==> src/sv/afd_pkg.sv <==
// Shared types, constants and tables for the 2D affine TRS decomposition pipeline.
package afd_pkg;

    localparam int FRAC_BITS     = 16;
    localparam int CORDIC_STAGES = 18;

    localparam int QM_W      = FRAC_BITS + 1;
    localparam int VW        = 44;
    localparam int ZW        = 36;
    localparam int VEC_SHIFT = 40 - FRAC_BITS;
    localparam int RAD_SH    = 30 - FRAC_BITS;
    localparam int DEG_SH    = 56 - FRAC_BITS;

    localparam int SQ_CELLS  = 32;
    localparam int DIV_CELLS = FRAC_BITS + 1;
    localparam int COR_CELLS = CORDIC_STAGES;

    localparam int ST_SUM     = 2;
    localparam int ST_SQ_END  = ST_SUM + SQ_CELLS;
    localparam int ST_DIV_END = ST_SQ_END + DIV_CELLS;
    localparam int ST_QM      = ST_DIV_END + 1;
    localparam int ST_SIN_END = ST_QM + SQ_CELLS;
    localparam int ST_COR_END = ST_SIN_END + COR_CELLS;
    localparam int ST_ANG     = ST_COR_END + 1;
    localparam int ST_OUT     = ST_ANG + 1;

    localparam logic [QM_W-1:0] ONE_Q   = QM_W'(1) << FRAC_BITS;
    localparam logic [63:0]     ONE_SQ  = 64'(1) << (2 * FRAC_BITS);
    localparam logic [ZW-1:0]   PI_HALF = ZW'(64'd1686629713);
    localparam logic [ZW-1:0]   PI_Z    = ZW'(64'd3373259426);
    localparam logic [31:0]     DEG_K   = 32'd3845054675;
    localparam logic [64:0]     ROT_MAX = 65'h0FFFFFF;

    typedef struct packed {
        logic signed [31:0] m00;
        logic signed [31:0] m01;
        logic signed [31:0] m10;
        logic signed [31:0] m11;
        logic signed [31:0] m20;
        logic signed [31:0] m21;
    } in_t;

    typedef struct packed {
        logic signed [31:0] trans_x;
        logic signed [31:0] trans_y;
        logic [31:0]        scale_x;
        logic [31:0]        scale_y;
        logic [23:0]        rotation;
        logic               scale_x_zero;
    } out_t;

    typedef struct packed {
        logic [63:0] n;
        logic [63:0] res;
    } sqrt_t;

    typedef struct packed {
        logic [31:0]     r;
        logic [QM_W-1:0] q;
        logic [31:0]     d;
    } div_t;

    typedef struct packed {
        logic signed [VW-1:0] x;
        logic signed [VW-1:0] y;
        logic signed [ZW-1:0] z;
    } cordic_t;

    typedef struct packed {
        logic signed [31:0] trans_x;
        logic signed [31:0] trans_y;
        logic [31:0]        a_mag;
        logic               a_neg;
        logic [31:0]        sx;
        logic [31:0]        sy;
        logic [QM_W-1:0]    qm;
    } side_t;

    function automatic logic [31:0] mag32(input logic signed [31:0] v);
        logic [31:0] u;
        u = v;
        return v[31] ? (32'd0 - u) : u;
    endfunction

    function automatic logic [29:0] atan_q30(input logic [4:0] k);
        logic [29:0] a;
        unique case (k)
            5'd0:  a = 30'd843314857;
            5'd1:  a = 30'd497837829;
            5'd2:  a = 30'd263043837;
            5'd3:  a = 30'd133525159;
            5'd4:  a = 30'd67021687;
            5'd5:  a = 30'd33543516;
            5'd6:  a = 30'd16775851;
            5'd7:  a = 30'd8388437;
            5'd8:  a = 30'd4194283;
            5'd9:  a = 30'd2097149;
            5'd31: a = 30'd0;
            default: a = 30'(64'd1 << (5'd30 - k));
        endcase
        return a;
    endfunction

endpackage

==> src/sv/afd_sqrt_cell.sv <==
// One bit step of the digit-by-digit integer square root chain.
module afd_sqrt_cell (
    input  logic            aclk,
    input  logic            en,
    input  logic [4:0]      step,
    input  afd_pkg::sqrt_t  d_in,
    output afd_pkg::sqrt_t  d_out
);
    logic [63:0]    bit_val;
    logic [63:0]    trial;
    afd_pkg::sqrt_t d_next;
    afd_pkg::sqrt_t d_reg;

    always_comb begin
        bit_val = 64'(1) << (6'd62 - {step, 1'b0});
        trial   = d_in.res + bit_val;
        if (d_in.n >= trial) begin
            d_next.n   = d_in.n - trial;
            d_next.res = (d_in.res >> 1) + bit_val;
        end else begin
            d_next.n   = d_in.n;
            d_next.res = d_in.res >> 1;
        end
    end

    always_ff @(posedge aclk) begin
        if (en) begin
            d_reg <= d_next;
        end
    end

    assign d_out = d_reg;
endmodule

==> config.mk <==
export PLATFORM = sky130hd
export DESIGN_NAME = afd_sqrt_cell
export DESIGN_NICKNAME = d
export VERILOG_FILES = /design/src/sv/afd_pkg.sv /design/src/sv/afd_sqrt_cell.sv
export SDC_FILE = /design/constraint.sdc
export NUM_CORES = 1
export LEC_CHECK = 0
export BUFFER_PORTS_ARGS = -buffer_cell sky130_fd_sc_hd__buf_2
export CAP_MARGIN = 20
export CORE_ASPECT_RATIO = 1.4
export CORE_MARGIN = 5
export CORE_UTILIZATION = 30
export DETAILED_ROUTE_END_ITERATION = 16
export PLACE_DENSITY_LB_ADDON = 0.05
export SETUP_SLACK_MARGIN = 0.15
export SYNTH_ARGS = -nofsm -noshare
export SYNTH_HDL_FRONTEND = slang
export SYNTH_SLANG_ARGS = --single-unit
==> constraint.sdc <==
create_clock -name aclk -period 16.1 [get_ports aclk]
set_clock_uncertainty 0.1 [all_clocks]
set_input_delay 1.61 -clock aclk [delete_from_list [all_inputs] [get_ports aclk]]
set_output_delay 1.61 -clock aclk [all_outputs]
set_load 0.03 [all_outputs]
==> impl_metrics.toml <==
[outcome]
run_status = "complete, no violations"

[worst_setup_path]
cp-start-kind = "primary input"
crit_slowest_cell = "o22a_2"
critical_path_buf_inv_count = 1
path_common_cell = "ha_1"
crit_path_cell_trace = "buf_2 > nand2_1 > nor2_1 > ha_1 > ha_1 > o211ai_1 > a211oi_1 > nor4bb_1 > o211ai_1 > a21o_1 > a21boi_0 > xnor2_1 > ha_1 > nand4_1 > nor4_2 > nand3_1 > a21oi_1 > nor3_2 > a221oi_2 > o22a_2 > o21ai_0 > xnor2_1"
critPathCapture = "d_out[43]"
crit_type = "primary input to register"
crit_required_ns = 16.20
critPathMaxFanout = 33
startpoint = "step[1]"
crit_path_end_kind = "register"
critPathArrivalTime_ns = 8.44
cpLargestDelayFamily = "compound AO/OA/AOI/OAI gates"
cpPeakStageDelay_ns = 0.78
cp_num_cells = 22

[clock_network]
cts_max_path_buffers = 2
cts_hold_buf = 0
cts_sinks = 128
postCtsSetupRepairBufs = 0
cts_buffers = 17
cts.clk_slew.worst_paths_ns = 0.06
cts_max_level = 4
cts_tree = "yes"
ctsRootBufferMaster = "clkbuf_16"
ctsResizeCount = 0

[cells_and_area]
layout_commonest_cell = "buf_2"
n_fill_cell = 5084
drive_above_1_share_pct = 16.9
register_area_mm2 = 0.00384
final_cell_mix = "261 x buf_2, 260 x nand2_1, 174 x o21ai_0"
multi_input_area_mm2 = 0.0100
area_growth_pct = 17.1
final_nets = 2254
final_util_pct = 35.5
largest_reg_flops = 128

[synthesis]
syn_avg_cell_area_um2 = 8.05
syn-cell-area_mm2 = 0.0143
ys_types = 85
yosys_warnings = 0
syn_inst = 1778
seq_area_frac_synth_pct = 26.9
yosys-top-cells-area = "edfxtp_1 27%, ha_1 11%, nand2_1 6.8%"
synthArstFlopShare_pct = 0
ys.flop_type = "edfxtp_1"
netlist.area_leader.share_pct = 26.9
synthesis.nets = 2040
ys_ff_latch = 128
synth_area_leader_cell = "edfxtp_1"
synth_edf_count = 128

[route]
post-route-drc-count = 0
wl_per_cell_um = 22.3
dr_total_vias = 14400
drtIter0Drc = 846
vias_per_cell = 5.48
antenna_left = 0
wl_um = 58700
drtPass1Iterations = 5

[floorplan]
fp.dieW_um = 195
coreArea_mm2 = 0.0472
initial_core_util_pct = 30.4
num_rows = 94
pin_count = 263
die_h_um = 268
die_area_mm2 = 0.0522

[power_and_ir_drop]
leakagePower_nw = 6.86
ir_drop_v = 0.0000805
pwr_density_cell_mw_per_mm2 = 82.7

[sta]
rsz0062_at_grt = "false"
relSlewSlack_pct = 38.3
finalCriticalPeriod_ns = 8.34
setup_tns_ns = 0
tightest_slew_ns = 0.925
clock.fmax_mhz = 120
drv_slew = 0
min_period_over_period_pct = 51.8
hold_violations = 0
setup_viol = 0

[placement]
portBuffers = 262
gp_congestion = 0.918
dp_hpwl_um = 49300

[global_routing]
grt.total_usage_pct = 21.7
overflow = 0
grt_max_degree = 93
antenna_found_initial = 4
grt_pass1_vias = 14700
grt_pass1_wl_um = 86900

[job]
maxCapViolations = 0

[worst_hold_path]
min_path_type = "primary input to register"
[metrics by stage]
stage	instances	area, um^2	hold slack, ns	worst slack [ns]	power [mW]
finish	2631	16800	1.34	7.76	1.39
global route	2629	16800	1.34	7.35	1.46
CTS	2628	16700	1.30	7.61	1.41
detailed placement	2596	16100	1.81	7.11	0.965
global placement	2596	16100	1.81	7.35	0.967
floorplan	1778	14300	1.62	9.11	0.785
[synth_stat cells, drive strengths merged (4+ instances only)]
cell type	count
a311oi	6
or3	10
o21ai	181
nand4	47
o211a	5
a21oi	122
a31o	15
xor2	96
nor2	140
a21boi	20
o21a	17
o31ai	23
nand2b	11
a41oi	5
edfxtp	128
xnor2	77
nand3	34
and3	21
o31a	4
inv	40
nor4	6
nor2b	16
o21bai	37
and4	11
o211ai	11
nand3b	4
nand2	260
nor3	31
a21o	38
and2	19
a211oi	20
buf	22
clkbuf	49
a221oi	6
or2	11
ha	126
a31oi	56
a211o	7
[layer usage]
| layer | global-route usage (%) | share of wire (%) |
|---|---|---|
| met1 | 21.6 | 36 |
| met2 | 43.6 | 56 |
| met3 | 3.47 | 3.9 |
| met4 | 9.89 | 4.5 |
| met5 | 0 | 0.043 |
[logic make-up after synthesis]
| logic type | after synthesis | synth area share, % |
|---|---|---|
| buffers and inverters | 111 | 3.38 |
| adders and majority gates | 129 | 11.3 |
| DFF | 128 | 26.9 |
| and+or+nand+nor | 631 | 20.6 |
| xor gates and xnor gates | 173 | 10.6 |
| AOI/OAI and AO/OA | 606 | 27.3 |
[cell type report]
cell class / instances / area share [%]
Multi-Input combinational cell: 1539 / 59.7
Sequential cell: 128 / 22.9
Timing Repair Buffer: 266 / 8.09
Tap cell: 624 / 4.66
Clock buffer: 20 / 2.60
Clock inverter: 12 / 1.13
Inverter: 40 / 0.896
Antenna cell: 2 / 0.0299
[report_power, final]
group | switching [mW] | leakage [nW] | internal [mW] | total, mW
registers | 0.0115 | 1.25 | 0.421 | 0.433
logic | 0.360 | 5.31 | 0.163 | 0.523
clock network | 0.159 | 0.295 | 0.272 | 0.431
total | 0.530 | 6.86 | 0.856 | 1.39
[worst min-delay path by stage]
stage / from / end / slack, ns / cells after the start
floorplan: en / d_out[0] / 1.62 / 0
global placement: d_in[71] / d_out[71] / 1.81 / 3
detailed placement: d_in[64] / d_out[64] / 1.81 / 3
CTS: d_in[64] / d_out[64] / 1.30 / 3
global route: d_in[124] / d_out[124] / 1.34 / 3
finish: d_in[64] / d_out[64] / 1.34 / 3
No activity file was read; power rests on OpenSTA's default activity.
