$ cat src/sv/afd_pkg.sv
// Shared types, constants and tables for the 2D affine TRS decomposition pipeline.
package afd_pkg;

    localparam int FRAC_BITS     = 16;
    localparam int CORDIC_STAGES = 18;

    localparam int QM_W      = FRAC_BITS + 1;
    localparam int VW        = 44;
    localparam int ZW        = 36;
    localparam int VEC_SHIFT = 40 - FRAC_BITS;
    localparam int RAD_SH    = 30 - FRAC_BITS;
    localparam int DEG_SH    = 56 - FRAC_BITS;

    localparam int SQ_CELLS  = 32;
    localparam int DIV_CELLS = FRAC_BITS + 1;
    localparam int COR_CELLS = CORDIC_STAGES;

    localparam int ST_SUM     = 2;
    localparam int ST_SQ_END  = ST_SUM + SQ_CELLS;
    localparam int ST_DIV_END = ST_SQ_END + DIV_CELLS;
    localparam int ST_QM      = ST_DIV_END + 1;
    localparam int ST_SIN_END = ST_QM + SQ_CELLS;
    localparam int ST_COR_END = ST_SIN_END + COR_CELLS;
    localparam int ST_ANG     = ST_COR_END + 1;
    localparam int ST_OUT     = ST_ANG + 1;

    localparam logic [QM_W-1:0] ONE_Q   = QM_W'(1) << FRAC_BITS;
    localparam logic [63:0]     ONE_SQ  = 64'(1) << (2 * FRAC_BITS);
    localparam logic [ZW-1:0]   PI_HALF = ZW'(64'd1686629713);
    localparam logic [ZW-1:0]   PI_Z    = ZW'(64'd3373259426);
    localparam logic [31:0]     DEG_K   = 32'd3845054675;
    localparam logic [64:0]     ROT_MAX = 65'h0FFFFFF;

    typedef struct packed {
        logic signed [31:0] m00;
        logic signed [31:0] m01;
        logic signed [31:0] m10;
        logic signed [31:0] m11;
        logic signed [31:0] m20;
        logic signed [31:0] m21;
    } in_t;

    typedef struct packed {
        logic signed [31:0] trans_x;
        logic signed [31:0] trans_y;
        logic [31:0]        scale_x;
        logic [31:0]        scale_y;
        logic [23:0]        rotation;
        logic               scale_x_zero;
    } out_t;

    typedef struct packed {
        logic [63:0] n;
        logic [63:0] res;
    } sqrt_t;

    typedef struct packed {
        logic [31:0]     r;
        logic [QM_W-1:0] q;
        logic [31:0]     d;
    } div_t;

    typedef struct packed {
        logic signed [VW-1:0] x;
        logic signed [VW-1:0] y;
        logic signed [ZW-1:0] z;
    } cordic_t;

    typedef struct packed {
        logic signed [31:0] trans_x;
        logic signed [31:0] trans_y;
        logic [31:0]        a_mag;
        logic               a_neg;
        logic [31:0]        sx;
        logic [31:0]        sy;
        logic [QM_W-1:0]    qm;
    } side_t;

    function automatic logic [31:0] mag32(input logic signed [31:0] v);
        logic [31:0] u;
        u = v;
        return v[31] ? (32'd0 - u) : u;
    endfunction

    function automatic logic [29:0] atan_q30(input logic [4:0] k);
        logic [29:0] a;
        unique case (k)
            5'd0:  a = 30'd843314857;
            5'd1:  a = 30'd497837829;
            5'd2:  a = 30'd263043837;
            5'd3:  a = 30'd133525159;
            5'd4:  a = 30'd67021687;
            5'd5:  a = 30'd33543516;
            5'd6:  a = 30'd16775851;
            5'd7:  a = 30'd8388437;
            5'd8:  a = 30'd4194283;
            5'd9:  a = 30'd2097149;
            5'd31: a = 30'd0;
            default: a = 30'(64'd1 << (5'd30 - k));
        endcase
        return a;
    endfunction

endpackage

$ cat src/sv/afd_div_cell.sv
// One quotient bit step of the restoring divider chain.
module afd_div_cell (
    input  logic           aclk,
    input  logic           en,
    input  logic           nbit,
    input  afd_pkg::div_t  d_in,
    output afd_pkg::div_t  d_out
);
    logic [32:0]   rs;
    afd_pkg::div_t d_next;
    afd_pkg::div_t d_reg;

    always_comb begin
        rs       = {d_in.r, nbit};
        d_next.d = d_in.d;
        if (rs >= {1'b0, d_in.d}) begin
            d_next.r = 32'(rs - {1'b0, d_in.d});
            d_next.q = {d_in.q[afd_pkg::QM_W-2:0], 1'b1};
        end else begin
            d_next.r = rs[31:0];
            d_next.q = {d_in.q[afd_pkg::QM_W-2:0], 1'b0};
        end
    end

    always_ff @(posedge aclk) begin
        if (en) begin
            d_reg <= d_next;
        end
    end

    assign d_out = d_reg;
endmodule

$ cat config.mk
export PLATFORM = sky130hd
export DESIGN_NAME = afd_div_cell
export DESIGN_NICKNAME = d
export VERILOG_FILES = /design/src/sv/afd_pkg.sv /design/src/sv/afd_div_cell.sv
export SDC_FILE = /design/constraint.sdc
export NUM_CORES = 1
export LEC_CHECK = 0
export BUFFER_PORTS_ARGS = -buffer_cell sky130_fd_sc_hd__buf_2
export CAP_MARGIN = 10
export CORE_MARGIN = 4
export CORE_UTILIZATION = 25
export CTS_CLUSTER_DIAMETER = 100
export DETAILED_ROUTE_END_ITERATION = 7
export PLACE_DENSITY = 0.57
export SLEW_MARGIN = 25
export SYNTH_ARGS = -nofsm -noshare
export SYNTH_HDL_FRONTEND = slang
export SYNTH_SLANG_ARGS = --single-unit
$ cat constraint.sdc
create_clock -name aclk -period 2.4 [get_ports aclk]
set_input_delay 0.12 -clock aclk [delete_from_list [all_inputs] [get_ports aclk]]
set_output_delay 0.12 -clock aclk [all_outputs]
set_load 0.01 [all_outputs]
==> results of run 1 <==
-- critical path: stages --
cell and delay [ps]:
buf_2 120, ha_4 260, a21o_1 180, o21a_1 200
a311oi_2 260, o21ai_2 150, or3b_1 390, o21a_2 260
buf_12 170, mux2_4 300
-- repair_timing --
item                                   4_1_cts  5_1_grt
setup endpoints to repair                    3       22
gates resized for setup                      2       13
setup buffers                                0        0
pin swaps                                    2        2
hold buffers                                47        0
endpoints found under the hold margin       47        0
-- stage by stage --
step	std cells	util [%]	setup WS, ps	cell area (um2)	total power, mW
after CTS	973	39.06	-12.29	7307	4.542
after global placement	910	35.02	-358.9	6550	3.109
final	973	39.39	88.88	7368	4.472
after global routing	973	39.39	1.479	7368	4.746
after detailed placement	910	35.02	-403.0	6550	3.119
after floorplan	440	-	1.102	4841	2.519
-- power by group --
part / switching (mW) / internal, mW
Clock: 0.603 / 0.709
Sequential: 0.0364 / 1.76
Combinational: 0.672 / 0.693
-- layout by cell type, fill, tap and decap left out, drive strengths merged, types with 2 or more instances in the layout --
cell type / netlist / routed
a31oi: 2 / 2
dlygate4sd3: 0 / 47
a21o: 8 / 8
a31o: 2 / 2
inv: 46 / 49
or2: 2 / 2
xor2: 10 / 10
and2: 3 / 3
nand4: 8 / 8
nor3: 3 / 3
nand2b: 7 / 7
nor4b: 2 / 2
nand2: 24 / 24
mux2i: 2 / 2
nand4b: 2 / 2
nand3: 8 / 8
edfxtp: 81 / 81
a2111oi: 4 / 4
o21ai: 21 / 21
a21oi: 55 / 55
ha: 32 / 32
nor2: 37 / 37
xnor2: 16 / 16
clkinvlp: 0 / 3
o211ai: 2 / 2
buf: 11 / 253
a211oi: 3 / 3
or3: 2 / 2
mux2: 8 / 8
clkbuf: 6 / 9
o31ai: 7 / 7
o21bai: 5 / 5
and3: 2 / 2
nor2b: 2 / 2
o21a: 6 / 6
-- kinds of logic after synthesis --
| logic type | Yosys count |
|---|---|
| muxes | 10 |
| xor gates and xnor gates | 26 |
| DFF | 81 |
| and+or+nand+nor | 107 |
| buffers and inverters | 63 |
| AOI/OAI and AO/OA | 120 |
| adders and majority gates | 33 |
-- per-layer routing --
layer	vias up	track usage (%)	share of wire, %
met5	-	0	0
met3	14	3.581	5.8
met2	98	21.28	47
li1	2185	-	-
met4	0	3.340	1.1
met1	1948	15.97	46
-- area by class of cell --
type | count | area (um2)
Sequential cell | 81 | 2432
Fill cell | 1879 | 11340
Timing Repair Buffer | 300 | 2014
Inverter | 46 | 172.7
Clock inverter | 7 | 52.55
Tap cell | 234 | 292.8
Multi-Input combinational cell | 296 | 2178
Clock buffer | 9 | 225.2
-- worst min-delay path by stage --
stage | from | depth (start not counted) | endpoint
final | d_in[1] | 1 | d_out[1]
after global routing | d_in[1] | 1 | d_out[1]
after CTS | d_in[1] | 1 | d_out[1]
after detailed placement | d_in[37] | 1 | d_out[38]
after global placement | d_in[47] | 1 | d_out[48]
after floorplan | d_in[0] | 0 | d_out[0]
==> impl_metrics.env, run 1 <==
export IMPL_synth_top_family_by_area="compound AO/OA/AOI/OAI gates"
export IMPL_outcome="completed"
export IMPL_yosys_area_top_type="edfxtp_1"
export IMPL_final_layout_size_suffix_gt1_share_pct=41.14
export IMPL_num_vias=4245
export IMPL_drv_slew=0
export IMPL_synthMuxAreaShare_pct=2.944
export IMPL_num_io_pins=165
export IMPL_synth_area_mm2=0.004760
export IMPL_synth_top_area_share_pct=51.10
export IMPL_ir_worst_vdd_mv=0.3290
export IMPL_ys_top_cells_by_count="81 x edfxtp_1, 54 x a21oi_1, 46 x inv_1"
export IMPL_fin_nets=851
export IMPL_synth_edf_count=81
export IMPL_crit_path_end="d_out[63]"
export IMPL_maxCapViolCount=0
export IMPL_place_congestion=0.8147
export IMPL_start_kind="primary input"
export IMPL_yosys_top_cells_area="edfxtp_1 51%, ha_1 8.4%, a21oi_1 5.7%, inv_1 3.6%, xnor2_1 2.9%"
export IMPL_drt_initial_drc_count=184
export IMPL_crit_arrival_ps=2400
export IMPL_yosysMostFrequentCell="edfxtp_1"
export IMPL_cts_made_buffers=9
export IMPL_floorplan_die_area_mm2=0.02131
export IMPL_end_kind="flop"
export IMPL_clk_pin_slew_worst_paths_ps=60
export IMPL_finalHoldViolCount=0
export IMPL_grt_antenna_before_repair=0
export IMPL_async_flop_share_pct=0
export IMPL_grt_setup_unrepaired="false"
export IMPL_hold_ws_ps=26.68
export IMPL_fin_tns_setup_ps=0
export IMPL_p_leak_nw=3.327
export IMPL_worstMarginPinSlew_ps=388.6
export IMPL_netlist_instances=440
export IMPL_first_global_vias=4485
export IMPL_syn_nets=557
export IMPL_io_buffers=163
export IMPL_synth_cell_types=49
export IMPL_largest_reg_flops=81
export IMPL_synth_ff_type="edfxtp_1"
export IMPL_die_w_um=146.0
export IMPL_hpwl_um=10620
export IMPL_grt_pass1_wl_um=21800
export IMPL_htree_levels=3
export IMPL_setup_viol=0
export IMPL_clockBufferDepth=2
export IMPL_drcViolationCount=0
export IMPL_synth_fa_ha_area_share_pct=8.833
export IMPL_row_count=50
export IMPL_cts_sinks=81
export IMPL_fp_coreArea_mm2=0.01871
export IMPL_die_h_um=146.0
export IMPL_cp_data_required_time_ps=2490
export IMPL_dr_pass1_iters=4
export IMPL_ys_seq_area_share_pct=51.10
export IMPL_cts_root_buf="clkbuf_16"
export IMPL_hold_path_class="in2reg"
export IMPL_drt_vias_per_instance=4.363
export IMPL_synth_compound_area_share_pct=15.38
export IMPL_relSlewSlack_pct=73.82
export IMPL_cts_tree="yes"
export IMPL_max_freq_mhz=432.7
export IMPL_syn_avg_cell_area_um2=10.82
export IMPL_ant_nets=0
export IMPL_powerDensity_mw_per_mm2=606.9
export IMPL_synth_xor_area_share_pct=4.784
export IMPL_critPathLaunch="d_in[71]"
export IMPL_yosys_register_bits=81
export IMPL_crit_type="in2reg"
export IMPL_track_usage_pct=12.63
export IMPL_area_growth_pct=54.81
export IMPL_period_minus_slack_ps=2311
export IMPL_grt_overflow=0
export IMPL_finalCritPeriodShare_pct=96.30
export IMPL_synthSimpleGateAreaFrac_pct=10.99
export IMPL_avgRoutedWirePerCell_um=13.95
export IMPL_ys_warn_count=0
export IMPL_crit_fanout=18
export IMPL_initial_core_util_pct=25.44
export IMPL_antenna_cells=0
export IMPL_wl_um=13570
export IMPL_grt_max_degree=43
Power figures use the tool's default switching activity.
==> inputs of run 2 (changes only) <==
--- a/config.mk
+++ b/config.mk
@@ -7,11 +7,13 @@
 export LEC_CHECK = 0
 export BUFFER_PORTS_ARGS = -buffer_cell sky130_fd_sc_hd__buf_2
 export CAP_MARGIN = 10
+export CELL_PAD_IN_SITES_DETAIL_PLACEMENT = 1
+export CELL_PAD_IN_SITES_GLOBAL_PLACEMENT = 1
 export CORE_MARGIN = 4
 export CORE_UTILIZATION = 25
 export CTS_CLUSTER_DIAMETER = 100
 export DETAILED_ROUTE_END_ITERATION = 7
-export PLACE_DENSITY = 0.57
+export PLACE_DENSITY = 0.69
 export SLEW_MARGIN = 25
 export SYNTH_ARGS = -nofsm -noshare
 export SYNTH_HDL_FRONTEND = slang
==> run 2 against run 1 <==
- wire length increased by 14%
- sequential share of layout area decreased by 0.33 points
- sequential power about the same
- die area unchanged
- cell area increased by 1.0%
- non-clock buffer count increased by 3
==> impl_metrics.env, run 2 (synthesis results as in run 1) <==
export IMPL_crit_slowest_cell="or3b_1"
export IMPL_clock_power_share_pct=31.0
export IMPL_path_buf_inv=2
export IMPL_fp_coreArea_mm2=0.01871
export IMPL_initial_core_util_pct=25.44
export IMPL_io_buffers=163
export IMPL_powerDensity_mw_per_mm2=624.1
export IMPL_final_common_cell="buf_2"
export IMPL_drcViolationCount=0
export IMPL_relSlewSlack_pct=64.08
export IMPL_ir_worst_vdd_mv=0.3510
export IMPL_crit_family="compound AO/OA/AOI/OAI gates"
export IMPL_hold_path_depth=2
export IMPL_instances_no_fill=977
export IMPL_ant_nets=0
export IMPL_end_kind="flop"
export IMPL_finalCritPeriodShare_pct=97.22
export IMPL_placed_cells=912
export IMPL_p_sw_share_pct=29.44
export IMPL_die_w_um=146.0
export IMPL_clk_pin_slew_worst_paths_ps=70
export IMPL_num_io_pins=165
export IMPL_hold_path_class="in2reg"
export IMPL_filler_cell_count=2122
export IMPL_final_cell_mix="162 x buf_2, 88 x buf_4, 81 x edfxtp_1"
export IMPL_clockBufferDepth=2
export IMPL_cp_data_required_time_ps=2500
export IMPL_dr_pass1_iters=4
export IMPL_p_sw_mw=1.367
export IMPL_pwr_share_seq_pct=38.7
export IMPL_met3_usage_pct=4.173
export IMPL_drt_vias_per_instance=4.502
export IMPL_num_vias=4398
export IMPL_crit_fanout=13
export IMPL_cts_sinks=81
export IMPL_crit_arrival_ps=2440
export IMPL_drv_slew=0
export IMPL_track_usage_pct=14.44
export IMPL_avgRoutedWirePerCell_um=15.85
export IMPL_p_comb_share_pct=30.4
export IMPL_grt_overflow=0
export IMPL_period_minus_slack_ps=2333
export IMPL_path_cells="buf_2, ha_4, a21o_1, o21a_1, a311oi_2, o21ai_2, or3b_1, o21a_2, buf_8, mux2_4"
export IMPL_cts_tree="yes"
export IMPL_cts_root_buf="clkbuf_16"
export IMPL_grt_max_degree=43
export IMPL_setup_viol=0
export IMPL_row_count=50
export IMPL_htree_levels=3
export IMPL_top_usage_layer="met2"
export IMPL_final_area_mm2=0.007443
export IMPL_first_global_vias=4987
export IMPL_worstMarginPinSlew_ps=538.9
export IMPL_hpwl_um=11990
export IMPL_place_area_mm2=0.006553
export IMPL_cts_made_buffers=9
export IMPL_slowest_delay_ps=390
export IMPL_outcome="completed"
export IMPL_finalHoldViolCount=0
export IMPL_drt_initial_drc_count=183
export IMPL_area_growth_pct=56.39
export IMPL_grt_antenna_before_repair=0
export IMPL_worst_path_stages=10
export IMPL_grt_setup_unrepaired="true"
export IMPL_place_congestion=0.8583
export IMPL_final_layout_size_suffix_gt1_share_pct=42.72
export IMPL_largest_reg_flops=81
export IMPL_use_met1_pct=16.62
export IMPL_fin_nets=854
export IMPL_wl_um=15490
export IMPL_max_freq_mhz=428.6
export IMPL_p_leak_nw=3.360
export IMPL_maxCapViolCount=0
export IMPL_grt_pass1_wl_um=24920
export IMPL_p_int_mw=3.278
export IMPL_start_kind="primary input"
export IMPL_die_h_um=146.0
export IMPL_crit_type="in2reg"
export IMPL_met2_usage_pct=25.73
export IMPL_floorplan_die_area_mm2=0.02131
run 2: area by class of cell:
type	count	area, um2	share of cell area [%]
antenna	1	2.502	0.03362
clock buffer	9	225.2	3.026
clock inverter	7	77.57	1.042
inverter	46	172.7	2.320
multi-input combinational	296	2201	29.57
sequential	81	2432	32.68
tap	234	292.8	3.933
timing repair buffer	303	2039	27.40
run 2: timing repair:
item,4_1_cts,5_1_grt
pin swaps,2,5
hold buffers,47,0
buffers inserted,1,0
endpoints found under the hold margin,47,0
setup endpoints to repair,3,29
resized for setup,5,24
run 2: layer usage:
metal | part of all wire, % | up-vias
li1 | - | 2192
met1 | 42 | 2091
met2 | 50 | 95
met3 | 5.9 | 20
met4 | 1.8 | 0
met5 | 0 | -
run 2: per-stage QoR:
stage	hold slack, ps	util, %	worst slack (ps)	setup TNS, ps	power [mW]
finish	52.07	39.79	66.65	0	4.645
global route	51.35	39.78	-37.10	-218.5	4.909
CTS	40.20	39.29	9.494	0	4.681
detailed placement	299.2	35.03	-496.5	-9162	3.143
global placement	296.6	35.03	-371.7	-7259	3.104
floorplan	218.9	-	1.102	0	2.519
run 2: worst paths after layout:
kind      from         to  slack, ps
max   d_in[71]  d_out[69]         70
min   d_in[13]  d_out[13]         50
run 2: power groups by stage:
stage | Combinational, mW | Sequential [mW] | Clock, mW
3_3_place_gp | 1.28 | 1.83 | 0
6_report | 1.41 | 1.80 | 1.44
4_1_cts | 1.39 | 1.80 | 1.49
5_1_grt | 1.55 | 1.81 | 1.54
2_1_floorplan | 0.598 | 1.92 | 0
3_5_place_dp | 1.31 | 1.83 | 0
